**config.mk**
```make
export PLATFORM = sky130hd
export DESIGN_NAME = lcd_shadow_write_filter
export DESIGN_NICKNAME = d
export VERILOG_FILES = /design/src/hw/rtl/lsw_pkg.sv /design/src/hw/rtl/lsw_datapath.sv /design/src/hw/rtl/lsw_ctrl.sv /design/src/hw/rtl/lcd_shadow_write_filter.sv
export VERILOG_INCLUDE_DIRS = /design/src /design/src/hw/rtl
export SDC_FILE = /design/constraint.sdc
export NUM_CORES = 1
export LEC_CHECK = 0
export BUFFER_PORTS_ARGS = -buffer_cell sky130_fd_sc_hd__buf_2
export CORE_MARGIN = 3
export CORE_UTILIZATION = 52
export DETAILED_ROUTE_END_ITERATION = 10
export GPL_ROUTABILITY_DRIVEN = 0
export PLACE_DENSITY = 0.7
export SETUP_SLACK_MARGIN = 0.3
export SLEW_MARGIN = 20
export SYNTH_ARGS = -nofsm -noshare
export SYNTH_HDL_FRONTEND = slang
export SYNTH_SLANG_ARGS = --single-unit
```
**constraint.sdc**
```tcl
create_clock -name clk_i -period 6.7 [get_ports clk_i]
set_input_delay 1.34 -clock clk_i [delete_from_list [all_inputs] [get_ports clk_i]]
set_output_delay 1.34 -clock clk_i [all_outputs]
set_load 0.005 [all_outputs]
```
**src/hw/rtl/assert_macros.svh**
```systemverilog
// Assertion macros shared by the shadow write filter RTL.
// No dependencies; included by the modules that carry checks.
`ifndef ASSERT_MACROS_SVH
`define ASSERT_MACROS_SVH

// Same-cycle implication, disabled during reset.
`define LSW_ASSERT_SAME(lbl, clk, rstn, ante, cons, msg) \
  lbl: assert property (@(posedge clk) disable iff (!rstn) (ante) |-> (cons)) \
    else $error(msg);

// Next-cycle implication, disabled during reset.
`define LSW_ASSERT_NEXT(lbl, clk, rstn, ante, cons, msg) \
  lbl: assert property (@(posedge clk) disable iff (!rstn) (ante) |=> (cons)) \
    else $error(msg);

`endif

```
**src/hw/rtl/lsw_pkg.sv**
```systemverilog
// Package for the LCD shadow write filter: sizes, codes and the
// controller/datapath interface structs. No dependencies.
`default_nettype none

package lsw_pkg;

  localparam int CELLS     = 32;
  localparam int LINE2     = 16;
  localparam int CW        = $clog2(CELLS + 1);
  localparam int IW        = $clog2(CELLS);
  localparam int KIND_W    = 3;
  localparam int POS_W     = 6;
  localparam int CHAR_W    = 8;
  localparam int CMD_W     = 2;
  localparam int CURSOR_W  = 6;
  localparam int S_TDATA_W = 16;
  localparam int M_TDATA_W = 16;

  localparam logic [CHAR_W-1:0] BLANK = 8'h20;

  typedef enum logic [KIND_W-1:0] {
    KIND_CLEAR = 3'd0,
    KIND_HOME  = 3'd1,
    KIND_WRITE = 3'd2,
    KIND_SETWR = 3'd3,
    KIND_SET   = 3'd4
  } kind_e;

  typedef enum logic [CMD_W-1:0] {
    CMD_CLEAR = 2'd0,
    CMD_HOME  = 2'd1,
    CMD_SET   = 2'd2,
    CMD_DATA  = 2'd3
  } cmd_e;

  typedef struct packed {
    logic clr;
    logic home;
    logic set1;
    logic set2;
    logic wr;
  } plan_t;

  typedef struct packed {
    logic load;
    logic look;
    logic commit;
    logic emit;
    cmd_e code;
    logic last;
  } ctrl_cmd_t;

  typedef struct packed {
    plan_t plan;
    logic  out_ready;
  } ctrl_sts_t;

endpackage

`default_nettype wire

```
**src/hw/rtl/lsw_datapath.sv**
```systemverilog
// Datapath of the LCD shadow write filter: request registers, shadow
// memory, cursors and output register. Uses lsw_pkg and assert_macros.svh.
`default_nettype none
`include "assert_macros.svh"

module lsw_datapath (
  input  wire                                 clk_i,
  input  wire                                 rst_ni,
  input  lsw_pkg::ctrl_cmd_t                  cmd_i,
  output lsw_pkg::ctrl_sts_t                  sts_o,
  input  wire [lsw_pkg::S_TDATA_W-1:0]        s_tdata_i,
  input  wire [lsw_pkg::KIND_W-1:0]           s_tuser_i,
  input  wire                                 m_tready_i,
  output logic                                m_tvalid_o,
  output logic [lsw_pkg::M_TDATA_W-1:0]       m_tdata_o,
  output logic [lsw_pkg::CMD_W-1:0]           m_tuser_o,
  output logic                                m_tlast_o
);

  localparam int CW = lsw_pkg::CW;
  localparam int IW = lsw_pkg::IW;

  logic [lsw_pkg::KIND_W-1:0] kind_q;
  logic [lsw_pkg::POS_W-1:0]  pos_q;
  logic [lsw_pkg::CHAR_W-1:0] ch_q;
  logic [CW-1:0]              t_q;
  logic [CW-1:0]              t_d;
  logic [CW-1:0]              lc_q, lc_d;
  logic [CW-1:0]              pc_q, pc_d;
  logic [lsw_pkg::CHAR_W-1:0] mem [lsw_pkg::CELLS];
  logic [lsw_pkg::CELLS-1:0]  vld_q;
  logic [lsw_pkg::CHAR_W-1:0] rd_q;
  logic                       rv_q;

  logic                       out_valid_q;
  logic [lsw_pkg::CHAR_W-1:0] arg_q, arg_d;
  logic [lsw_pkg::CURSOR_W-1:0] cur_q, cur_d;
  lsw_pkg::cmd_e              code_q;
  logic                       last_q;

  logic                       is_mv, is_wr, in_range, line2, adv;
  logic [lsw_pkg::CHAR_W-1:0] eff;
  logic [CW-1:0]              pos_sat, pc_after;
  lsw_pkg::plan_t             plan;

  assign is_mv = (kind_q == lsw_pkg::KIND_SETWR) || (kind_q == lsw_pkg::KIND_SET);
  assign is_wr = (kind_q == lsw_pkg::KIND_WRITE) || (kind_q == lsw_pkg::KIND_SETWR);

  always_comb begin
    if ({1'b0, pos_q} > (lsw_pkg::POS_W + 1)'(lsw_pkg::CELLS)) begin
      pos_sat = CW'(lsw_pkg::CELLS);
    end else begin
      pos_sat = CW'(pos_q);
    end
    t_d = is_mv ? pos_sat : lc_q;
  end

  assign eff      = rv_q ? rd_q : lsw_pkg::BLANK;
  assign in_range = t_q < CW'(lsw_pkg::CELLS);
  assign line2    = (int'(t_q) == lsw_pkg::LINE2);
  assign adv      = is_wr && in_range;

  always_comb begin
    plan.clr  = (kind_q == lsw_pkg::KIND_CLEAR);
    plan.home = (kind_q == lsw_pkg::KIND_HOME);
    plan.set1 = is_mv && ((t_q != pc_q) || line2);
    plan.wr   = adv && (eff != ch_q);
    pc_after  = plan.set1 ? t_q : pc_q;
    plan.set2 = plan.wr && ((pc_after != t_q) || line2);
  end

  always_comb begin
    lc_d = lc_q;
    pc_d = pc_q;
    if (plan.clr || plan.home) begin
      lc_d = '0;
      pc_d = '0;
    end else begin
      if (is_mv || is_wr) begin
        lc_d = t_q + CW'(adv);
      end
      if (plan.wr) begin
        pc_d = t_q + CW'(1);
      end else if (plan.set1) begin
        pc_d = t_q;
      end
    end
  end

  always_comb begin
    case (cmd_i.code)
      lsw_pkg::CMD_SET: begin
        arg_d = lsw_pkg::CHAR_W'(t_q);
        cur_d = lsw_pkg::CURSOR_W'(t_q);
      end
      lsw_pkg::CMD_DATA: begin
        arg_d = ch_q;
        cur_d = lsw_pkg::CURSOR_W'(t_q + CW'(1));
      end
      default: begin
        arg_d = '0;
        cur_d = '0;
      end
    endcase
  end

  always_ff @(posedge clk_i) begin
    if (cmd_i.load) begin
      kind_q <= s_tuser_i;
      pos_q  <= s_tdata_i[lsw_pkg::POS_W-1:0];
      ch_q   <= s_tdata_i[lsw_pkg::POS_W +: lsw_pkg::CHAR_W];
    end
    if (cmd_i.look) begin
      t_q <= t_d;
    end
    rd_q <= mem[IW'(t_d)];
    rv_q <= vld_q[IW'(t_d)];
    if (cmd_i.commit && plan.wr) begin
      mem[IW'(t_q)] <= ch_q;
    end
    if (cmd_i.emit) begin
      arg_q  <= arg_d;
      cur_q  <= cur_d;
      code_q <= cmd_i.code;
      last_q <= cmd_i.last;
    end
  end

  always_ff @(posedge clk_i or negedge rst_ni) begin
    if (!rst_ni) begin
      lc_q        <= '0;
      pc_q        <= '0;
      vld_q       <= '0;
      out_valid_q <= 1'b0;
    end else begin
      if (cmd_i.commit) begin
        lc_q <= lc_d;
        pc_q <= pc_d;
        if (plan.clr) begin
          vld_q <= '0;
        end else if (plan.wr) begin
          vld_q[IW'(t_q)] <= 1'b1;
        end
      end
      if (cmd_i.emit) begin
        out_valid_q <= 1'b1;
      end else if (m_tready_i) begin
        out_valid_q <= 1'b0;
      end
    end
  end

  assign sts_o.plan      = plan;
  assign sts_o.out_ready = !out_valid_q || m_tready_i;

  assign m_tvalid_o = out_valid_q;
  assign m_tdata_o  = {(lsw_pkg::M_TDATA_W - lsw_pkg::CHAR_W - lsw_pkg::CURSOR_W)'(0),
                       cur_q, arg_q};
  assign m_tuser_o  = code_q;
  assign m_tlast_o  = last_q;

  `LSW_ASSERT_SAME(a_lc_range, clk_i, rst_ni, 1'b1, lc_q <= CW'(lsw_pkg::CELLS),
                   "logical cursor beyond end")
  `LSW_ASSERT_NEXT(a_wr_sync, clk_i, rst_ni, cmd_i.commit && plan.wr, pc_q == lc_q,
                   "panel cursor out of step after write")

endmodule

`default_nettype wire

```
**src/hw/rtl/lsw_ctrl.sv**
```systemverilog
// Controller of the LCD shadow write filter: sequences load, lookup,
// commit and command emission. Uses lsw_pkg and assert_macros.svh.
`default_nettype none
`include "assert_macros.svh"

module lsw_ctrl (
  input  wire                 clk_i,
  input  wire                 rst_ni,
  input  wire                 s_tvalid_i,
  output logic                s_tready_o,
  input  lsw_pkg::ctrl_sts_t  sts_i,
  output lsw_pkg::ctrl_cmd_t  cmd_o
);

  typedef enum logic [3:0] {
    S_IDLE = 4'b0001,
    S_LOOK = 4'b0010,
    S_PLAN = 4'b0100,
    S_EMIT = 4'b1000
  } state_e;

  state_e         state_q, state_d;
  lsw_pkg::plan_t pend_q, pend_d, rest;
  lsw_pkg::cmd_e  code;

  always_comb begin
    rest = pend_q;
    if (pend_q.clr) begin
      code     = lsw_pkg::CMD_CLEAR;
      rest.clr = 1'b0;
    end else if (pend_q.home) begin
      code      = lsw_pkg::CMD_HOME;
      rest.home = 1'b0;
    end else if (pend_q.set1) begin
      code      = lsw_pkg::CMD_SET;
      rest.set1 = 1'b0;
    end else if (pend_q.set2) begin
      code      = lsw_pkg::CMD_SET;
      rest.set2 = 1'b0;
    end else begin
      code    = lsw_pkg::CMD_DATA;
      rest.wr = 1'b0;
    end
  end

  always_comb begin
    state_d      = state_q;
    pend_d       = pend_q;
    s_tready_o   = 1'b0;
    cmd_o        = '0;
    cmd_o.code   = code;
    cmd_o.last   = (rest == '0);
    case (state_q)
      S_IDLE: begin
        s_tready_o = 1'b1;
        if (s_tvalid_i) begin
          cmd_o.load = 1'b1;
          state_d    = S_LOOK;
        end
      end
      S_LOOK: begin
        cmd_o.look = 1'b1;
        state_d    = S_PLAN;
      end
      S_PLAN: begin
        cmd_o.commit = 1'b1;
        pend_d       = sts_i.plan;
        state_d      = (sts_i.plan != '0) ? S_EMIT : S_IDLE;
      end
      S_EMIT: begin
        if (sts_i.out_ready) begin
          cmd_o.emit = 1'b1;
          pend_d     = rest;
          if (rest == '0) begin
            state_d = S_IDLE;
          end
        end
      end
      default: begin
        state_d = S_IDLE;
      end
    endcase
  end

  always_ff @(posedge clk_i or negedge rst_ni) begin
    if (!rst_ni) begin
      state_q <= S_IDLE;
      pend_q  <= '0;
    end else begin
      state_q <= state_d;
      pend_q  <= pend_d;
    end
  end

  `LSW_ASSERT_SAME(a_emit_ready, clk_i, rst_ni, cmd_o.emit, sts_i.out_ready,
                   "emit into a full output register")
  `LSW_ASSERT_NEXT(a_last_idle, clk_i, rst_ni, cmd_o.emit && cmd_o.last, state_q == S_IDLE,
                   "controller busy after final command")

endmodule

`default_nettype wire

```
**src/hw/rtl/lcd_shadow_write_filter.sv**
```systemverilog
// An input request passes through capture, shadow lookup, and plan and
// state update, then emits each panel command it causes, zero to three,
// each command waiting for room in the single output register; the
// next request is accepted once the last command of the current one is in
// that register. Clear, home, write, set-cursor-then-write and set-cursor
// requests are filtered against a 32-cell shadow; unchanged-character
// writes and redundant cursor moves, bar to line 2, never reach the panel.
// Top level: instantiates lsw_ctrl and lsw_datapath; uses lsw_pkg.
`default_nettype none

module lcd_shadow_write_filter (
  input  wire                              clk_i,
  input  wire                              rst_ni,
  input  wire                              s_axis_tvalid,
  output logic                             s_axis_tready,
  // [5:0] position, [13:6] char_code, [15:14] zero
  input  wire [lsw_pkg::S_TDATA_W-1:0]     s_axis_tdata,
  // [2:0] kind
  input  wire [lsw_pkg::KIND_W-1:0]        s_axis_tuser,
  output logic                             m_axis_tvalid,
  input  wire                              m_axis_tready,
  // [7:0] argument, [13:8] cursor, [15:14] zero
  output logic [lsw_pkg::M_TDATA_W-1:0]    m_axis_tdata,
  // [1:0] command
  output logic [lsw_pkg::CMD_W-1:0]        m_axis_tuser,
  output logic                             m_axis_tlast
);

  lsw_pkg::ctrl_cmd_t cmd;
  lsw_pkg::ctrl_sts_t sts;

  lsw_ctrl u_ctrl (
    .clk_i      (clk_i),
    .rst_ni     (rst_ni),
    .s_tvalid_i (s_axis_tvalid),
    .s_tready_o (s_axis_tready),
    .sts_i      (sts),
    .cmd_o      (cmd)
  );

  lsw_datapath u_datapath (
    .clk_i      (clk_i),
    .rst_ni     (rst_ni),
    .cmd_i      (cmd),
    .sts_o      (sts),
    .s_tdata_i  (s_axis_tdata),
    .s_tuser_i  (s_axis_tuser),
    .m_tready_i (m_axis_tready),
    .m_tvalid_o (m_axis_tvalid),
    .m_tdata_o  (m_axis_tdata),
    .m_tuser_o  (m_axis_tuser),
    .m_tlast_o  (m_axis_tlast)
  );

endmodule

`default_nettype wire
```
==> impl_summary.md, run 1 <==
Timing
Timing would allow up to 242 MHz. The count of final hold-check violations is 0. The clock period minus final worst setup slack is 4130 ps. Setup violations remaining at the end of the flow were counted as 0.

Across the routed clock network, the largest skew measured is 11.8 ps. The max-slew headroom at the worst pin is 0.315. The number of slew-limit violations in the final report is 0. Setup repair after global routing left no endpoint under its margin.

In the finished design, the share of the clock period the worst path needs comes to 0.616. The transition at the pin with the smallest max-transition slack is 1030 ps. For the final routed database, the setup TNS stands at 0 ps.

Yosys
sky130_fd_sc_hd__edfxtp_1 takes more of the synthesized area than any other cell. The part of the Yosys area used for sequential elements is 0.689. The share of async-settable or async-resettable flops after synthesis is 0.150.

Among all flip-flop cells after synthesis, the most frequent one is sky130_fd_sc_hd__edfxtp_1. The count of state elements after synthesis is 359. The number of different library cells used by synthesis comes to 65. By area the synthesized netlist is led by sky130_fd_sc_hd__edfxtp_1, sky130_fd_sc_hd__dfrtp_1, sky130_fd_sc_hd__nand2_1. For this run, the number of Yosys warnings is 0.

The mapped netlist covers 15100 sq um. The most numerous cell in the Yosys netlist is sky130_fd_sc_hd__edfxtp_1. The number of synthesized flops with an enable pin is 296.

The mean post-synth cell area is 12.7 sq um. The cell count after synthesis is 1186. Counting instances in the post-synthesis netlist gives the leading cell types as sky130_fd_sc_hd__edfxtp_1, sky130_fd_sc_hd__nand2_1, sky130_fd_sc_hd__nand3_1. The top-area cell type share of the netlist area is 0.588.

Detailed routing
The met3 wire length is 2350 microns. The DRC violations left is 0. The via density per instance is 5.98.

The routed length on met1 is 14000 microns. The final route contains 9682 vias. In this run the remaining antenna-violating nets after routing total 0. After detailed routing, the total wire length is 34400 microns. The total iterations of the first detailed-routing run is 6. Dividing the detail-routed wire length by the instance count gives 21.3 microns.

After the first detailed-routing iteration, the DRC count stood at 994. The met2 routed wirelength is 17300 microns. The highest layer touched by signal routing is met4.

CTS
Clock-pin slew was measured on the worst setup and hold paths at 60 ps. The number of buffers on the longest clock path is 3. The post-cts gate resize count is 0.

The number of buffers inserted by post-CTS setup repair is 0. The cell sitting at the root of the clock tree is a sky130_fd_sc_hd__clkbuf_16. The number of H-tree levels is 2.

The CTS sink count is 359. TritonCTS built the clock tree. The later pin in the worst-skew pair is clocked with a latency of 520 ps. After clock tree synthesis, the flow added hold-fix buffers numbering 0. The total CTS buffers is 37.

Global routing
The number of global-route vias before repair is 9509. The overall overflow remaining after global route is 0. Entering global routing, the biggest net connects 73 pins.

The initial antenna violation count is 0. The first global-routing pass estimated 53400 microns of wire. The global routing usage summed across all routing layers is 0.221.

Placed design
The wire-length estimate of the detail-placed layout is 19800 microns. The port buffer count is 39.

Critical path
The worst endpoint required time is 7090 ps. Setup slack on the worst reg-to-reg path comes out at 2570 ps. The capturing element type of the critical path is a flip-flop. Data arrives at the worst endpoint at 4520 ps. The critical path in this run is classified as flip-flop to flip-flop. The kind of start point of the critical path is a flip-flop. In this run the worst path has a maximum fanout of 72.

Final layout
The ratio of cells with drive above 1 in the final layout is 0.115. The antenna diode count is 0. The multi-input combinational cells in the finished layout cover a total of 4270 sq um. The core utilization of the finished layout is 0.594. The layout overhead on the synthesized area is 10.9%.

Summing all flip-flop and latch instances after layout gives 10400 sq um. The number of nets in the layout is 1240. The number of fillers in the final layout is 2216.

Floorplan
The total area inside the core boundary comes to 28200 sq um. The total die area is 31200 sq um. The total I/O pin count is 44. From left edge to right edge, the die measures 177 microns. The die span in y is 177 microns.

The effective utilization at floorplan is 0.535. The number of standard-cell rows in the floorplan is 61.

Pwr
For this design the static power due to leakage is 6.04 nW. Power spread over the standard cell area amounts to 378 nW/um^2. Power comes to 6.33 mW. IR analysis of the VDD net gives a maximum drop of 0.233 mV.

Outcome
The flow ran to the end, and the final reports show no timing, DRC or antenna violations.

Hold path
The path class of the lowest-slack min-delay path is flip-flop to flip-flop.

Job
Across the run, the number of max-cap violations was 0.
worst paths after layout:
path                                 startpoint                    to  depth (start not counted)
max                        u_datapath.kind_q[1]    u_datapath.rd_q[2]                         10
min                        u_datapath.vld_q[12]  u_datapath.vld_q[12]                          1
max reg2reg                u_datapath.kind_q[1]    u_datapath.rd_q[2]                         10
min reg2reg                u_datapath.vld_q[12]  u_datapath.vld_q[12]                          1
max in group asynchronous                rst_ni  u_datapath.vld_q[10]                          2
min in group asynchronous                rst_ni  u_datapath.vld_q[24]                          2
critical path, stage by stage, from the launching register on:
cell                        delay (ps)
sky130_fd_sc_hd__edfxtp_1          640
sky130_fd_sc_hd__or4b_1            630
sky130_fd_sc_hd__a2bb2oi_2         200
sky130_fd_sc_hd__nor2_4             50
sky130_fd_sc_hd__buf_4             310
sky130_fd_sc_hd__inv_4             690
sky130_fd_sc_hd__buf_12            410
sky130_fd_sc_hd__mux2i_1           240
sky130_fd_sc_hd__a32oi_1           110
sky130_fd_sc_hd__a31oi_1           490
sky130_fd_sc_hd__nor4_2             60
report_power, final:
| group | internal, mW | switching [mW] |
|---|---|---|
| logic | 0.514 | 1.06 |
| clock network | 1.18 | 0.821 |
| registers | 2.63 | 0.121 |
metrics by stage:
stage          setup slack [ps]  area [sq um]  instances  hold slack [ps]
3_5_place_dp               2630         15600       1550              466
2_1_floorplan              3880         15100       1187              449
6_report                   2570         16800       1618              480
3_3_place_gp               2680         15600       1550              458
5_1_grt                    2380         16800       1618              496
4_1_cts                    2610         16800       1618              483
routing by layer:
metal  global-route usage  vias to the layer above
li1                     -                     4439
met2                0.374                      357
met1                0.294                     4824
met5                    0                        -
met3               0.0372                       62
met4               0.0691                        0
layout make-up:
class | instances | area share
clock buffer | 58 | 0.0660
clock inverter | 10 | 0.00485
inverter | 14 | 0.00328
multi-input combinational | 739 | 0.255
sequential | 359 | 0.621
tap | 378 | 0.0282
timing repair buffer | 60 | 0.0218
sequential cells by signal, summed over array words and instances, names as in the netlist:
name                   cells
u_datapath.ch_q            8
u_datapath.lc_q            6
u_datapath.vld_q          32
u_datapath.arg_q           8
u_ctrl.state_q             4
u_datapath.pos_q           6
u_datapath.kind_q          3
u_datapath.m_tlast_o       1
u_datapath.t_q             6
u_datapath.pc_q            6
u_datapath.m_tuser_o       2
u_datapath.mem           256
u_datapath.rv_q            1
u_datapath.rd_q            8
u_ctrl.pend_q              5
u_datapath.cur_q           6
u_datapath.m_tvalid_o      1
cells by family after synthesis:
group | synth area share
other cells | 0.000248
mux | 0.0260
simple gates | 0.148
buf+inv | 0.0297
xor+xnor | 0.00985
flops | 0.689
compound gates | 0.0914
fa+ha+maj | 0.00563
cells in the final DEF, fill, tap and decap left out, types with 8 or more instances in the layout:
| cell type | netlist | layout |
|---|---|---|
| sky130_fd_sc_hd__nor2_1 | 65 | 64 |
| sky130_fd_sc_hd__buf_2 | 20 | 39 |
| sky130_fd_sc_hd__nand2_1 | 261 | 261 |
| sky130_fd_sc_hd__a32oi_1 | 36 | 36 |
| sky130_fd_sc_hd__edfxtp_1 | 296 | 296 |
| sky130_fd_sc_hd__nand3_1 | 80 | 80 |
| sky130_fd_sc_hd__a21oi_1 | 16 | 16 |
| sky130_fd_sc_hd__a31oi_1 | 39 | 39 |
| sky130_fd_sc_hd__o21a_1 | 29 | 29 |
| sky130_fd_sc_hd__clkbuf_1 | 35 | 13 |
| sky130_fd_sc_hd__dfxtp_1 | 9 | 9 |
| sky130_fd_sc_hd__mux2i_1 | 37 | 37 |
| sky130_fd_sc_hd__buf_4 | 11 | 20 |
| sky130_fd_sc_hd__nand4_1 | 8 | 8 |
| sky130_fd_sc_hd__o21ai_0 | 20 | 20 |
| sky130_fd_sc_hd__nor4_2 | 8 | 8 |
| sky130_fd_sc_hd__and2_1 | 10 | 10 |
| sky130_fd_sc_hd__clkbuf_16 | 0 | 39 |
| sky130_fd_sc_hd__dfrtp_1 | 53 | 53 |
| sky130_fd_sc_hd__inv_1 | 12 | 12 |
| sky130_fd_sc_hd__xor2_1 | 11 | 11 |
No activity file was read; power rests on OpenSTA's default activity.
==> run 2, diff against run 1 <==
PLACE_DENSITY = 0.73   (was 0.7)
clock period = 3.48 ns   (was 6.7 ns; I/O delays follow)
==> run 2 against run 1 <==
Fmax increased by 39%. Power increased by 92%. Clock skew increased by 5.6 ps. Global-route usage increased by 0.48 points. Via count increased by 0.71%. First-iteration DRC count increased by 3.9%. Non-clock buffer count increased by 25. Count of clock-buffer cells in the layout decreased by 8. Wire length increased by 0.56%.
==> impl_summary.md, run 2 (synthesis gave the netlist of run 1 again) <==
Outcome
The flow ran to the end, and the final reports show no timing, DRC or antenna violations.

Detailed routing
For this run, design rule violations remaining after detail routing come to 0. Once detail routing completed, the nets flagged for antenna violations numbered 0. The number of DRC markers in iteration 0 is 1033. The total iterations of the first detailed-routing run is 5. The per-cell routed wire length is 21.1 microns. Dividing the detail-routed via count by the number of cells gives 5.94. Wires add up to 34600 microns. The number of vias after detailed routing is 9751.

Floorplan
The floorplan step defined a die boundary enclosing 31200 sq um. Row generation in the floorplan step produced 61 rows. The die width is 177 microns.

44 I/O pins were placed. The effective utilization at floorplan is 0.535. The area of the core is 28200 sq um.

The die span in y is 177 microns.

Placed design
The port buffer count is 39. The wire-length estimate of the detail-placed layout is 21700 microns. Before CTS, the worst setup slack after placement is 547 ps. The instance count after placement with tap cells included is 1575.

The placed instances occupy a cell area of 15800 sq um.

Timing
Setup violations remaining at the end of the flow were counted as 0. In the final timing run, aggregate negative setup slack is 0 ps. The count of final hold-check violations is 0. The post-route fraction of the period consumed by the critical path is 0.851.

The clock period minus final worst setup slack is 2960 ps. For the pin with the worst max-slew slack, the measured transition is 1030 ps. The clock skew after layout is 17.4 ps. The max-slew headroom at the worst pin is 0.309. The number of slew-limit violations in the final report is 0. Setup repair after global routing left no endpoint under its margin. In the post-route analysis, the smallest setup slack over all paths is 519 ps.

Timing would allow up to 338 MHz.

Critical path
The critical path buffer and inverter count is 1. STA classifies the critical path startpoint as a flip-flop. The most numerous cell type found on the critical path is sky130_fd_sc_hd__nand4_1. STA classifies the critical path endpoint as a flip-flop.

In this run the worst path has a maximum fanout of 9. The worst endpoint required time is 3610 ps. The peak per-stage delay on the critical path is 800 ps. The signal on the critical path passes through nor4bb_1 -> a31oi_1 -> o32ai_1 -> nand4_1 -> nand4_1 -> buf_4 -> nor2_1.

The arrival time of data at the critical path endpoint is 3090 ps. By startpoint and endpoint, the worst setup path is classified as flip-flop to flip-flop. Among cell families on the critical path, the largest total delay comes from simple AND/OR/NAND/NOR gates.

The slowest stage of the critical path belongs to the cell sky130_fd_sc_hd__nor2_1.

Global routing
The initial antenna violation count is 0. The maximum number of pins on one net before global-route repair is 113. The overall overflow remaining after global route is 0. The first global-routing pass estimated 54200 microns of wire.

The number of global-route vias before repair is 9811. The global routing usage summed across all routing layers is 0.225.

CTS
The number of buffers on the longest clock path is 3. The total CTS buffers is 36. In this run the number of H-tree levels came out at 2.

The CTS tree is built. After clock tree synthesis, the clock-pin slew on the worst setup and hold paths is 60 ps. The number of buffers inserted by post-CTS setup repair is 0. The post-cts gate resize count is 0. At the later pin of the worst-skew pair, clock insertion delay measures 520 ps. Clock tree synthesis found a total of 359 sinks. The tree is rooted in a sky130_fd_sc_hd__clkbuf_16. After clock tree synthesis, the flow added hold-fix buffers numbering 0.

Pwr
The highest ir drop seen on vdd is 0.559 mV. The total power per unit cell area is 717 nW/um^2. The analysis attributes to cell leakage a power of 6.13 nW.

Final layout
The number of cells in the finished layout apart from fillers is 1641. The largest registers in the layout are u_datapath.mem x256, u_datapath.vld_q x32. The number of flip-flops under the largest register name is 256. The final layout contains 1264 nets. The layout overhead on the synthesized area is 12.0%. In the layout the commonest cells are sky130_fd_sc_hd__edfxtp_1, sky130_fd_sc_hd__nand2_1, sky130_fd_sc_hd__nand3_1, sky130_fd_sc_hd__nor2_1, sky130_fd_sc_hd__dfrtp_1. The design area is 16900 sq um. Counting flops per register, the top entry is u_datapath.mem.

The antenna diode count is 0. The most frequent standard cell in the layout excluding fill and tap cells is sky130_fd_sc_hd__edfxtp_1. The ratio of cells with drive above 1 in the final layout is 0.128.

Job
Max-cap violations in this run came to 0.

Hold path
The min-delay analysis places its worst path in the category primary input to asynchronous set/reset pin.
[run 2: cell count changes in the layout (fill, tap and decap cells not counted), moves of 2 or more]
| cell | previous run | this run |
|---|---|---|
| sky130_fd_sc_hd__clkbuf_8 | 6 | 3 |
| sky130_fd_sc_hd__clkbuf_16 | 39 | 37 |
| sky130_fd_sc_hd__clkinv_1 | 1 | 7 |
| sky130_fd_sc_hd__buf_12 | 1 | 5 |
| sky130_fd_sc_hd__buf_4 | 20 | 41 |
| sky130_fd_sc_hd__clkbuf_1 | 13 | 10 |
[run 2: per-stage QoR]
stage | power [mW] | util | hold slack, ps
after CTS | 12.2 | 0.599 | 139
after global routing | 12.7 | 0.599 | 153
after floorplan | 7.54 | - | 400
after detailed placement | 8.52 | 0.560 | 468
final | 12.1 | 0.599 | 145
after global placement | 8.45 | 0.559 | 459
[run 2: final timing paths]
kind | from | to | slack [ps] | depth (start not counted)
max in group asynchronous | rst_ni | u_datapath.vld_q[6] | 2570 | 3
max reg2reg | u_datapath.ch_q[3] | u_datapath.mem[0][6] | 520 | 7
min reg2reg | u_datapath.vld_q[13] | u_datapath.vld_q[13] | 480 | 1
max | u_datapath.ch_q[3] | u_datapath.mem[0][6] | 520 | 7
min in group clk_i | s_axis_tdata[12] | u_datapath.ch_q[6] | 350 | 1
min | rst_ni | u_datapath.vld_q[26] | 150 | 1
[run 2: final cells by class]
class,count,area (sq um)
Tap cell,378,473
Clock inverter,16,106
Fill cell,2201,11300
Inverter,14,55.1
Timing Repair Buffer,85,603
Sequential cell,359,10400
Multi-Input combinational cell,739,4270
Clock buffer,50,1000
[run 2: report_power, final]
group	switching [mW]	internal, mW
Clock	1.55	2.10
Combinational	2.10	1.09
Sequential	0.229	5.07
[run 2: worst register-to-register path: cells and delay by family (launching register included)]
family	cells	cell delay (ps)
AO/OA/AOI/OAI	2	300
buffers and inverters	1	210
flip-flops	1	580
AND/OR/NAND/NOR	4	1480
[run 2: layer usage]
layer	share of wire	GRT usage
met1	0.38	0.296
met5	0	0
met4	0.035	0.0828
met3	0.081	0.0419
met2	0.50	0.379
